### config.mk
export PLATFORM = sky130hd
export DESIGN_NAME = broadcast_queue_reader_counts
export DESIGN_NICKNAME = d
export VERILOG_FILES = /design/src/bqrc_pkg.sv /design/src/bqrc_ram.sv /design/src/bqrc_seq.sv /design/src/broadcast_queue_reader_counts.sv
export SDC_FILE = /design/constraint.sdc
export NUM_CORES = 1
export LEC_CHECK = 0
export ABC_CLOCK_PERIOD_IN_PS = 8550
export BUFFER_PORTS_ARGS = -buffer_cell sky130_fd_sc_hd__buf_4
export CAP_MARGIN = 20
export CORE_MARGIN = 10
export CORE_UTILIZATION = 65
export DETAILED_ROUTE_END_ITERATION = 8
export PLACE_DENSITY = 0.84
export SLEW_MARGIN = 30
export SYNTH_ARGS = -nofsm -noshare
export SYNTH_HDL_FRONTEND = slang
export SYNTH_SLANG_ARGS = --single-unit
### constraint.sdc
create_clock -name clk -period 8.55 [get_ports clk]
set_clock_uncertainty 0.05 [all_clocks]
set_input_delay 1.71 -clock clk [delete_from_list [all_inputs] [get_ports clk]]
set_output_delay 1.71 -clock clk [all_outputs]
set_load 0.01 [all_outputs]
### src/bqrc_pkg.sv
package bqrc_pkg;

  localparam int DEPTH_DEF      = 16;
  localparam int DATA_WIDTH_DEF = 32;
  localparam int SUB_BITS_DEF   = 8;

  localparam int ACT_W     = 3;
  localparam int STAT_W    = 2;
  localparam int SEQ_W     = 32;
  localparam int IO_DATA_W = 32;
  localparam int CNT_OUT_W = 5;
  localparam int EXT_W     = 64;

  typedef enum logic [ACT_W-1:0] {
    ACT_SUBSCRIBE   = 3'd0,
    ACT_UNSUBSCRIBE = 3'd1,
    ACT_PUSH        = 3'd2,
    ACT_POP         = 3'd3,
    ACT_HAS         = 3'd4
  } action_t;

  typedef enum logic [STAT_W-1:0] {
    STAT_OK        = 2'd0,
    STAT_DROPPED   = 2'd1,
    STAT_NOT_FOUND = 2'd2,
    STAT_FULL      = 2'd3
  } status_t;

  typedef enum logic [2:0] {
    ST_IDLE,
    ST_POP_RD,
    ST_WALK,
    ST_SHIFT,
    ST_FIN
  } state_t;

  typedef struct packed {
    status_t                status;
    logic [SEQ_W-1:0]       next_seq;
    logic [IO_DATA_W-1:0]   pop_data;
    logic                   present;
    logic [CNT_OUT_W-1:0]   entry_count;
    logic                   notify;
  } res_t;

endpackage

### src/bqrc_ram.sv
module bqrc_ram #(
  parameter int WIDTH = 8,
  parameter int DEPTH = 16
) (
  input  logic                     clk,
  input  logic                     we,
  input  logic [$clog2(DEPTH)-1:0] waddr,
  input  logic [WIDTH-1:0]         wdata,
  input  logic                     re,
  input  logic [$clog2(DEPTH)-1:0] raddr,
  output logic [WIDTH-1:0]         rdata
);

  logic [WIDTH-1:0] mem [DEPTH];

  always_ff @(posedge clk) begin
    if (we) begin
      mem[waddr] <= wdata;
    end
    if (re) begin
      rdata <= mem[raddr];
    end
  end

endmodule

### src/bqrc_seq.sv
module bqrc_seq #(
  parameter int DEPTH      = bqrc_pkg::DEPTH_DEF,
  parameter int DATA_WIDTH = bqrc_pkg::DATA_WIDTH_DEF,
  parameter int SUB_BITS   = bqrc_pkg::SUB_BITS_DEF,
  localparam int SW        = $clog2(DEPTH),
  localparam int ENTRY_W   = SUB_BITS + DATA_WIDTH
) (
  input  logic                            clk,
  input  logic                            rst_n,
  input  logic                            in_valid,
  output logic                            in_stall,
  input  logic [bqrc_pkg::ACT_W-1:0]      in_action,
  input  logic [bqrc_pkg::SEQ_W-1:0]      in_seq_number,
  input  logic [bqrc_pkg::IO_DATA_W-1:0]  in_push_data,
  input  logic                            cfg_wr_en,
  input  logic                            cfg_wr_data,
  output logic                            mem_we,
  output logic [SW-1:0]                   mem_waddr,
  output logic [ENTRY_W-1:0]              mem_wdata,
  output logic                            mem_re,
  output logic [SW-1:0]                   mem_raddr,
  input  logic [ENTRY_W-1:0]              mem_rdata,
  output logic                            res_valid,
  output bqrc_pkg::res_t                  res,
  input  logic                            res_ready
);

  localparam int PW   = $clog2(DEPTH + 1);
  localparam int SUMW = PW + 1;
  localparam logic [SUB_BITS-1:0] SUB_MAX = {SUB_BITS{1'b1}};

  function automatic logic [SW-1:0] slot_of(input logic [SW-1:0] base,
                                            input logic [PW-1:0] off);
    logic [SUMW-1:0] sum;
    sum = SUMW'(base) + SUMW'(off);
    if (sum >= SUMW'(DEPTH)) begin
      sum = sum - SUMW'(DEPTH);
    end
    return sum[SW-1:0];
  endfunction

  bqrc_pkg::state_t state_r, state_nxt;

  logic [bqrc_pkg::SEQ_W-1:0]     head_seq_r, head_seq_nxt;
  logic [SW-1:0]                  head_slot_r, head_slot_nxt;
  logic [PW-1:0]                  held_r, held_nxt;
  logic [SUB_BITS-1:0]            sub_r, sub_nxt;
  logic                           notify_en_r;

  logic [PW-1:0]                  pos_r, pos_nxt;
  logic [PW-1:0]                  idx_r, idx_nxt;
  logic [PW-1:0]                  wpos_r, wpos_nxt;
  logic [PW-1:0]                  k_r, k_nxt;
  bqrc_pkg::status_t              stat_r, stat_nxt;
  logic                           present_r, present_nxt;
  logic                           notify_r, notify_nxt;
  logic [bqrc_pkg::IO_DATA_W-1:0] pop_r, pop_nxt;

  logic [bqrc_pkg::SEQ_W-1:0]     pos32;
  logic                           held_in;
  logic [PW-1:0]                  pos_in;
  logic [SUB_BITS-1:0]            rd_cnt;
  logic [bqrc_pkg::EXT_W-1:0]     rd_ext;
  logic [bqrc_pkg::EXT_W-1:0]     push_ext;
  logic                           start_sh;
  logic [PW-1:0]                  sh_k;
  logic [PW-1:0]                  drop_w;

  assign pos32    = in_seq_number - head_seq_r;
  assign held_in  = pos32 < bqrc_pkg::SEQ_W'(held_r);
  assign pos_in   = pos32[PW-1:0];
  assign rd_cnt   = mem_rdata[ENTRY_W-1:DATA_WIDTH];
  assign rd_ext   = bqrc_pkg::EXT_W'(mem_rdata[DATA_WIDTH-1:0]);
  assign push_ext = bqrc_pkg::EXT_W'(in_push_data);
  assign in_stall = (state_r != bqrc_pkg::ST_IDLE);

  always_comb begin
    state_nxt     = state_r;
    head_seq_nxt  = head_seq_r;
    head_slot_nxt = head_slot_r;
    held_nxt      = held_r;
    sub_nxt       = sub_r;
    pos_nxt       = pos_r;
    idx_nxt       = idx_r;
    wpos_nxt      = wpos_r;
    k_nxt         = k_r;
    stat_nxt      = stat_r;
    present_nxt   = present_r;
    notify_nxt    = notify_r;
    pop_nxt       = pop_r;
    mem_we        = 1'b0;
    mem_waddr     = '0;
    mem_wdata     = '0;
    mem_re        = 1'b0;
    mem_raddr     = '0;
    res_valid     = 1'b0;
    start_sh      = 1'b0;
    sh_k          = '0;
    drop_w        = k_r;

    res.status      = stat_r;
    res.next_seq    = head_seq_r + bqrc_pkg::SEQ_W'(held_r);
    res.pop_data    = pop_r;
    res.present     = present_r;
    res.entry_count = bqrc_pkg::CNT_OUT_W'(held_r);
    res.notify      = notify_r;

    case (state_r)
      bqrc_pkg::ST_IDLE: begin
        if (in_valid) begin
          stat_nxt    = bqrc_pkg::STAT_OK;
          present_nxt = 1'b0;
          notify_nxt  = 1'b0;
          pop_nxt     = '0;
          state_nxt   = bqrc_pkg::ST_FIN;
          case (bqrc_pkg::action_t'(in_action))
            bqrc_pkg::ACT_SUBSCRIBE: begin
              if (sub_r != SUB_MAX) begin
                sub_nxt = sub_r + SUB_BITS'(1);
              end
            end
            bqrc_pkg::ACT_UNSUBSCRIBE: begin
              if (sub_r != '0) begin
                sub_nxt = sub_r - SUB_BITS'(1);
              end
              if (held_in) begin
                mem_re    = 1'b1;
                mem_raddr = slot_of(head_slot_r, pos_in);
                pos_nxt   = pos_in;
                wpos_nxt  = pos_in;
                idx_nxt   = pos_in + PW'(1);
                k_nxt     = '0;
                state_nxt = bqrc_pkg::ST_WALK;
              end
            end
            bqrc_pkg::ACT_PUSH: begin
              if (sub_r == '0) begin
                stat_nxt = bqrc_pkg::STAT_DROPPED;
              end else if (held_r >= PW'(DEPTH)) begin
                stat_nxt = bqrc_pkg::STAT_FULL;
              end else begin
                mem_we     = 1'b1;
                mem_waddr  = slot_of(head_slot_r, held_r);
                mem_wdata  = {sub_r, push_ext[DATA_WIDTH-1:0]};
                held_nxt   = held_r + PW'(1);
                notify_nxt = notify_en_r;
              end
            end
            bqrc_pkg::ACT_POP: begin
              if (!held_in) begin
                stat_nxt = bqrc_pkg::STAT_NOT_FOUND;
              end else begin
                present_nxt = 1'b1;
                mem_re      = 1'b1;
                mem_raddr   = slot_of(head_slot_r, pos_in);
                pos_nxt     = pos_in;
                state_nxt   = bqrc_pkg::ST_POP_RD;
              end
            end
            bqrc_pkg::ACT_HAS: begin
              present_nxt = held_in;
            end
            default: begin
            end
          endcase
        end
      end
      bqrc_pkg::ST_POP_RD: begin
        pop_nxt   = rd_ext[bqrc_pkg::IO_DATA_W-1:0];
        state_nxt = bqrc_pkg::ST_FIN;
        if (rd_cnt == SUB_BITS'(1)) begin
          start_sh = 1'b1;
          sh_k     = PW'(1);
        end else begin
          mem_we    = 1'b1;
          mem_waddr = slot_of(head_slot_r, pos_r);
          mem_wdata = {rd_cnt - SUB_BITS'(1), mem_rdata[DATA_WIDTH-1:0]};
        end
      end
      bqrc_pkg::ST_WALK: begin
        if (rd_cnt == SUB_BITS'(1)) begin
          drop_w = k_r + PW'(1);
        end else begin
          mem_we    = 1'b1;
          mem_waddr = slot_of(head_slot_r, wpos_r);
          mem_wdata = {rd_cnt - SUB_BITS'(1), mem_rdata[DATA_WIDTH-1:0]};
        end
        k_nxt = drop_w;
        if (idx_r < held_r) begin
          mem_re    = 1'b1;
          mem_raddr = slot_of(head_slot_r, idx_r);
          wpos_nxt  = idx_r;
          idx_nxt   = idx_r + PW'(1);
        end else begin
          start_sh = 1'b1;
          sh_k     = drop_w;
        end
      end
      bqrc_pkg::ST_SHIFT: begin
        mem_we    = 1'b1;
        mem_waddr = slot_of(head_slot_r, idx_r + k_r);
        mem_wdata = mem_rdata;
        if (idx_r != '0) begin
          mem_re    = 1'b1;
          mem_raddr = slot_of(head_slot_r, idx_r - PW'(1));
          idx_nxt   = idx_r - PW'(1);
        end else begin
          head_slot_nxt = slot_of(head_slot_r, k_r);
          head_seq_nxt  = head_seq_r + bqrc_pkg::SEQ_W'(k_r);
          held_nxt      = held_r - k_r;
          state_nxt     = bqrc_pkg::ST_FIN;
        end
      end
      bqrc_pkg::ST_FIN: begin
        if (res_ready) begin
          res_valid = 1'b1;
          state_nxt = bqrc_pkg::ST_IDLE;
        end
      end
      default: begin
        state_nxt = bqrc_pkg::ST_IDLE;
      end
    endcase

    // close the gap below the removed block
    if (start_sh) begin
      k_nxt = sh_k;
      if (sh_k == '0) begin
        state_nxt = bqrc_pkg::ST_FIN;
      end else if (pos_r == '0) begin
        head_slot_nxt = slot_of(head_slot_r, sh_k);
        head_seq_nxt  = head_seq_r + bqrc_pkg::SEQ_W'(sh_k);
        held_nxt      = held_r - sh_k;
        state_nxt     = bqrc_pkg::ST_FIN;
      end else begin
        mem_re    = 1'b1;
        mem_raddr = slot_of(head_slot_r, pos_r - PW'(1));
        idx_nxt   = pos_r - PW'(1);
        state_nxt = bqrc_pkg::ST_SHIFT;
      end
    end
  end

  always_ff @(posedge clk) begin
    if (!rst_n) begin
      state_r     <= bqrc_pkg::ST_IDLE;
      head_seq_r  <= '0;
      head_slot_r <= '0;
      held_r      <= '0;
      sub_r       <= '0;
      notify_en_r <= 1'b0;
    end else begin
      state_r     <= state_nxt;
      head_seq_r  <= head_seq_nxt;
      head_slot_r <= head_slot_nxt;
      held_r      <= held_nxt;
      sub_r       <= sub_nxt;
      if (cfg_wr_en) begin
        notify_en_r <= cfg_wr_data;
      end
    end
  end

  always_ff @(posedge clk) begin
    pos_r     <= pos_nxt;
    idx_r     <= idx_nxt;
    wpos_r    <= wpos_nxt;
    k_r       <= k_nxt;
    stat_r    <= stat_nxt;
    present_r <= present_nxt;
    notify_r  <= notify_nxt;
    pop_r     <= pop_nxt;
  end

  a_held_bound: assert property (@(posedge clk) disable iff (!rst_n)
    held_r <= PW'(DEPTH))
    else $error("held count above depth");

  a_shift_in_range: assert property (@(posedge clk) disable iff (!rst_n)
    (state_r == bqrc_pkg::ST_SHIFT) |->
      ((SUMW'(idx_r) + SUMW'(k_r)) < SUMW'(held_r)))
    else $error("shift target outside held range");

  a_sub_saturate: assert property (@(posedge clk) disable iff (!rst_n)
    (in_valid && state_r == bqrc_pkg::ST_IDLE && in_action == bqrc_pkg::ACT_SUBSCRIBE &&
     sub_r == SUB_MAX) |=> (sub_r == SUB_MAX))
    else $error("subscriber count wrapped");

  a_push_grows: assert property (@(posedge clk) disable iff (!rst_n)
    (in_valid && state_r == bqrc_pkg::ST_IDLE && in_action == bqrc_pkg::ACT_PUSH &&
     sub_r != '0 && held_r < PW'(DEPTH)) |=> (held_r == $past(held_r) + PW'(1)))
    else $error("push did not grow queue");

endmodule

### src/broadcast_queue_reader_counts.sv
// subscribe, push, has and a missed pop go from idle straight to the finish state
// pop: reads the entry; if kept its count drops, else older entries move up, one ram move each
// unsubscribe: walks the held entries from the position on, plus a shift if entries are freed
// one request at a time through the single-port-pair entry ram; output register decouples
// synchronous active-low reset clears pointers, counts and notify enable; ram is not cleared
module broadcast_queue_reader_counts #(
  parameter int DEPTH      = bqrc_pkg::DEPTH_DEF,
  parameter int DATA_WIDTH = bqrc_pkg::DATA_WIDTH_DEF,
  parameter int SUB_BITS   = bqrc_pkg::SUB_BITS_DEF
) (
  input  logic                            clk,
  input  logic                            rst_n,
  input  logic                            in_valid,
  output logic                            in_stall,
  input  logic [bqrc_pkg::ACT_W-1:0]      in_action,
  input  logic [bqrc_pkg::SEQ_W-1:0]      in_seq_number,
  input  logic [bqrc_pkg::IO_DATA_W-1:0]  in_push_data,
  input  logic                            cfg_wr_en,
  input  logic                            cfg_wr_data,
  output logic                            out_valid,
  input  logic                            out_stall,
  output logic [bqrc_pkg::STAT_W-1:0]     out_status,
  output logic [bqrc_pkg::SEQ_W-1:0]      out_next_seq,
  output logic [bqrc_pkg::IO_DATA_W-1:0]  out_pop_data,
  output logic                            out_present,
  output logic [bqrc_pkg::CNT_OUT_W-1:0]  out_entry_count,
  output logic                            out_notify
);

  localparam int SW      = $clog2(DEPTH);
  localparam int ENTRY_W = SUB_BITS + DATA_WIDTH;

  logic               mem_we;
  logic [SW-1:0]      mem_waddr;
  logic [ENTRY_W-1:0] mem_wdata;
  logic               mem_re;
  logic [SW-1:0]      mem_raddr;
  logic [ENTRY_W-1:0] mem_rdata;

  logic               res_valid;
  logic               res_ready;
  bqrc_pkg::res_t     res;

  logic               out_valid_r;
  bqrc_pkg::res_t     out_r;

  bqrc_ram #(
    .WIDTH (ENTRY_W),
    .DEPTH (DEPTH)
  ) u_ram (
    .clk   (clk),
    .we    (mem_we),
    .waddr (mem_waddr),
    .wdata (mem_wdata),
    .re    (mem_re),
    .raddr (mem_raddr),
    .rdata (mem_rdata)
  );

  bqrc_seq #(
    .DEPTH      (DEPTH),
    .DATA_WIDTH (DATA_WIDTH),
    .SUB_BITS   (SUB_BITS)
  ) u_seq (
    .clk           (clk),
    .rst_n         (rst_n),
    .in_valid      (in_valid),
    .in_stall      (in_stall),
    .in_action     (in_action),
    .in_seq_number (in_seq_number),
    .in_push_data  (in_push_data),
    .cfg_wr_en     (cfg_wr_en),
    .cfg_wr_data   (cfg_wr_data),
    .mem_we        (mem_we),
    .mem_waddr     (mem_waddr),
    .mem_wdata     (mem_wdata),
    .mem_re        (mem_re),
    .mem_raddr     (mem_raddr),
    .mem_rdata     (mem_rdata),
    .res_valid     (res_valid),
    .res           (res),
    .res_ready     (res_ready)
  );

  assign res_ready = !out_valid_r || !out_stall;

  always_ff @(posedge clk) begin
    if (!rst_n) begin
      out_valid_r <= 1'b0;
    end else if (res_valid) begin
      out_valid_r <= 1'b1;
    end else if (!out_stall) begin
      out_valid_r <= 1'b0;
    end
  end

  always_ff @(posedge clk) begin
    if (res_valid) begin
      out_r <= res;
    end
  end

  assign out_valid       = out_valid_r;
  assign out_status      = out_r.status;
  assign out_next_seq    = out_r.next_seq;
  assign out_pop_data    = out_r.pop_data;
  assign out_present     = out_r.present;
  assign out_entry_count = out_r.entry_count;
  assign out_notify      = out_r.notify;

endmodule

==> impl_metrics.env <==
export IMPL_status="finished, final reports clean"
export IMPL_cts_buffers=84
export IMPL_setup_viol=0
export IMPL_first_pass_iters=6
export IMPL_n_antenna_cell=0
export IMPL_port_buffers=147
export IMPL_ys_seq_area_share_pct=65.33
export IMPL_grt_pass1_vias=24910
export IMPL_start_kind="primary input"
export IMPL_final_common_cell="edfxtp_1"
export IMPL_syn_cell_area_um2=38720
export IMPL_fmax_ghz=0.1442
export IMPL_start_util_pct=65.60
export IMPL_cts_root_buf="clkbuf_16"
export IMPL_grt_overflow_total=0
export IMPL_drt_iter0_drc=2639
export IMPL_syn_inst=2698
export IMPL_io_pin_count=148
export IMPL_crit_arrival_ns=7.34
export IMPL_fin_nets=3050
export IMPL_synth_seq_cells=862
export IMPL_grt_usage_pct=27.77
export IMPL_cts_resized=0
export IMPL_areaGrowthSynthToFinish_pct=12.66
export IMPL_wl_per_cell_um=26.96
export IMPL_hold_path_class="flip-flop to flip-flop"
export IMPL_cts_sinks=862
export IMPL_worst_pin_slew_ns=1.035
export IMPL_drc=0
export IMPL_setup_tns_ns=0
export IMPL_ys_types=83
export IMPL_final_antenna_net_count=0
export IMPL_synthesis_nets=2899
export IMPL_rsz0062_at_grt="no"
export IMPL_p_per_area_nw_per_um2=308.0
export IMPL_vias_per_cell=6.726
export IMPL_ir_drop_mv=0.2263
export IMPL_yosysWarnings=0
export IMPL_synth_avg_cell_area_um2=14.35
export IMPL_fin_crit_sh_pct=81.11
export IMPL_r2r_end="u_ram.rdata[22]"
export IMPL_path_max_fanout=25
export IMPL_cts_max_level=3
export IMPL_synth_top_flop_cell="edfxtp_1"
export IMPL_layout_min_cycle_time_ns=6.935
export IMPL_clkLatencyLatePin_ns=0.65
export IMPL_hp_start="u_seq.pop_r[8]"
export IMPL_hold_depth=0
export IMPL_holdWs_ns=0.3479
export IMPL_r2r_start="u_seq.held_r[1]"
export IMPL_die_area_um2=69730
export IMPL_die_y_um=264.1
export IMPL_ctsLongestPathBuffers=3
export IMPL_hold_path_end="out_pop_data[8]"
export IMPL_routed_wl_um=99470
export IMPL_rows=89
export IMPL_cap_violations=0
export IMPL_async_flop_share_pct=0
export IMPL_final_layout_size_suffix_gt1_share_pct=13.10
export IMPL_place_gp_congestion=0.9148
export IMPL_slew_viol_final=0
export IMPL_crit_type="primary input to flip-flop"
export IMPL_hold_viol_final=0
export IMPL_leakage_nw=14.66
export IMPL_synth_edf_count=803
export IMPL_slew_headroom_pct=30.99
export IMPL_cts_tree="built"
export IMPL_post_cts_buffers=0
export IMPL_final_cell_mix="edfxtp_1 (803), mux2i_1 (331), buf_4 (185)"
export IMPL_fillers=3500
export IMPL_r2r_cells=15
export IMPL_end_kind="flip-flop"
export IMPL_reg2reg_slack_ns=1.94
export IMPL_antenna_found_initial=0
export IMPL_grt_max_degree=84
export IMPL_clk_pin_slew_worst_paths_ns=0.06
export IMPL_hold_buffers=0
export IMPL_core_area_um2=59020
export IMPL_die_width_um=264.1
export IMPL_vias=24820
export IMPL_cp_data_required_time_ns=8.95
export IMPL_grt_pass1_wl_um=149300
export IMPL_hpwlAfterDp_um=56160
[per-layer routing]
metal	part of all wire [%]	vias to the layer above	GRT usage (%)
li1	-	10760	-
met1	37	12140	35.21
met2	48	1615	45.46
met3	10	305	5.604
met4	4.3	0	13.13
met5	0	-	0
[worst max-delay path: stages]
cell       delay (ns)
buf_4            0.08
inv_1            0.03
ha_1             0.22
fa_1             0.58
inv_1            0.15
ha_1             0.29
a21boi_0         0.13
o21a_1           0.20
o21a_1           0.17
o21ai_0          0.23
o2111ai_1        0.15
nor4_1           0.29
o211ai_1         0.16
or3_1            0.47
o31ai_1          0.76
nand4bb_2        0.77
buf_4            0.55
o22ai_1          0.22
nor3_1           0.08
o221ai_1         0.09
[state kept, by name, indices dropped and copies added, names as in the netlist]
signal	cells
out_status	2
u_seq.pop_r	32
out_notify	1
u_seq.present_r	1
u_ram.mem	640
u_seq.notify_r	1
u_seq.state_r	3
u_seq.stat_r	2
u_seq.sub_r	8
out_valid	1
out_next_seq	32
u_seq.head_seq_r	32
u_ram.rdata	40
u_seq.wpos_r	4
u_seq.head_slot_r	4
u_seq.pos_r	5
u_seq.k_r	5
u_seq.idx_r	5
out_entry_count	5
out_present	1
u_seq.notify_en_r	1
u_seq.held_r	5
out_pop_data	32
[Yosys cell counts (8+ instances only)]
master | count | area share [%]
nor2_1 | 85 | 0.82
nor2b_1 | 18 | 0.29
o22ai_1 | 129 | 2.1
ha_1 | 110 | 3.6
edfxtp_1 | 803 | 62
and2_1 | 61 | 0.99
o21ai_0 | 54 | 0.70
nand4_1 | 23 | 0.37
a21o_1 | 44 | 0.85
nor3_1 | 72 | 0.93
buf_2 | 43 | 0.56
or3_1 | 20 | 0.32
nand3_1 | 27 | 0.35
nor4_1 | 9 | 0.15
o211ai_1 | 8 | 0.16
dfxtp_1 | 59 | 3.1
nand2_1 | 119 | 1.2
xor2_1 | 33 | 0.75
fa_1 | 18 | 0.93
a21oi_1 | 85 | 1.1
o221ai_1 | 37 | 0.84
and3_1 | 11 | 0.18
clkbuf_1 | 74 | 0.72
mux2i_1 | 331 | 8.6
xnor2_1 | 93 | 2.1
nand2b_1 | 12 | 0.19
a31oi_1 | 10 | 0.16
o221ai_2 | 10 | 0.39
a22o_1 | 34 | 0.77
a21boi_0 | 16 | 0.31
o21a_1 | 14 | 0.27
inv_1 | 89 | 0.86
o21bai_1 | 10 | 0.19
or4_1 | 8 | 0.16
[power breakdown]
part	internal, mW	switching [mW]
Sequential	5.81	0.314
Clock	2.06	1.60
Combinational	1.29	2.36
Total	9.16	4.28
[kinds of logic after synthesis]
logic type / synth area share [%]
and+or+nand+nor: 6.712
xor gates and xnor gates: 2.892
DFF: 65.33
adders and majority gates: 4.486
muxes: 8.703
AOI/OAI and AO/OA: 9.508
buffers and inverters: 2.369
[per-stage QoR]
stage	setup WS, ns	total power, mW	util, %	instances	instance area, um^2
after global placement	1.226	9.510	69.09	3532	40780
after CTS	1.694	13.39	73.77	3687	43540
after floorplan	2.472	8.463	-	2698	38720
after detailed placement	1.041	9.693	69.17	3533	40830
after global routing	1.233	13.92	73.90	3690	43620
final	1.615	13.43	73.90	3690	43620
[worst max path at each step]
stage / slack [ns] / end / cells past startpoint / from
after floorplan: 2.47 / u_ram.rdata[19] / 21 / in_seq_number[0]
after global placement: 1.23 / u_ram.rdata[39] / 20 / in_seq_number[0]
after detailed placement: 1.04 / u_ram.rdata[38] / 20 / in_seq_number[0]
after CTS: 1.69 / u_ram.rdata[34] / 20 / in_seq_number[0]
after global routing: 1.23 / u_ram.rdata[34] / 20 / in_seq_number[0]
final: 1.62 / u_ram.rdata[34] / 20 / in_seq_number[0]
[layout make-up]
type	count	area (um^2)	share of cell area (%)
Timing Repair Buffer	193	1556	3.569
Inverter	91	341.6	0.7831
Multi-Input combinational cell	1617	12750	29.23
Sequential cell	862	25290	57.99
Tap cell	773	967.2	2.217
Clock buffer	98	2186	5.011
Clock inverter	56	524.3	1.202
Power figures use the tool's default switching activity.
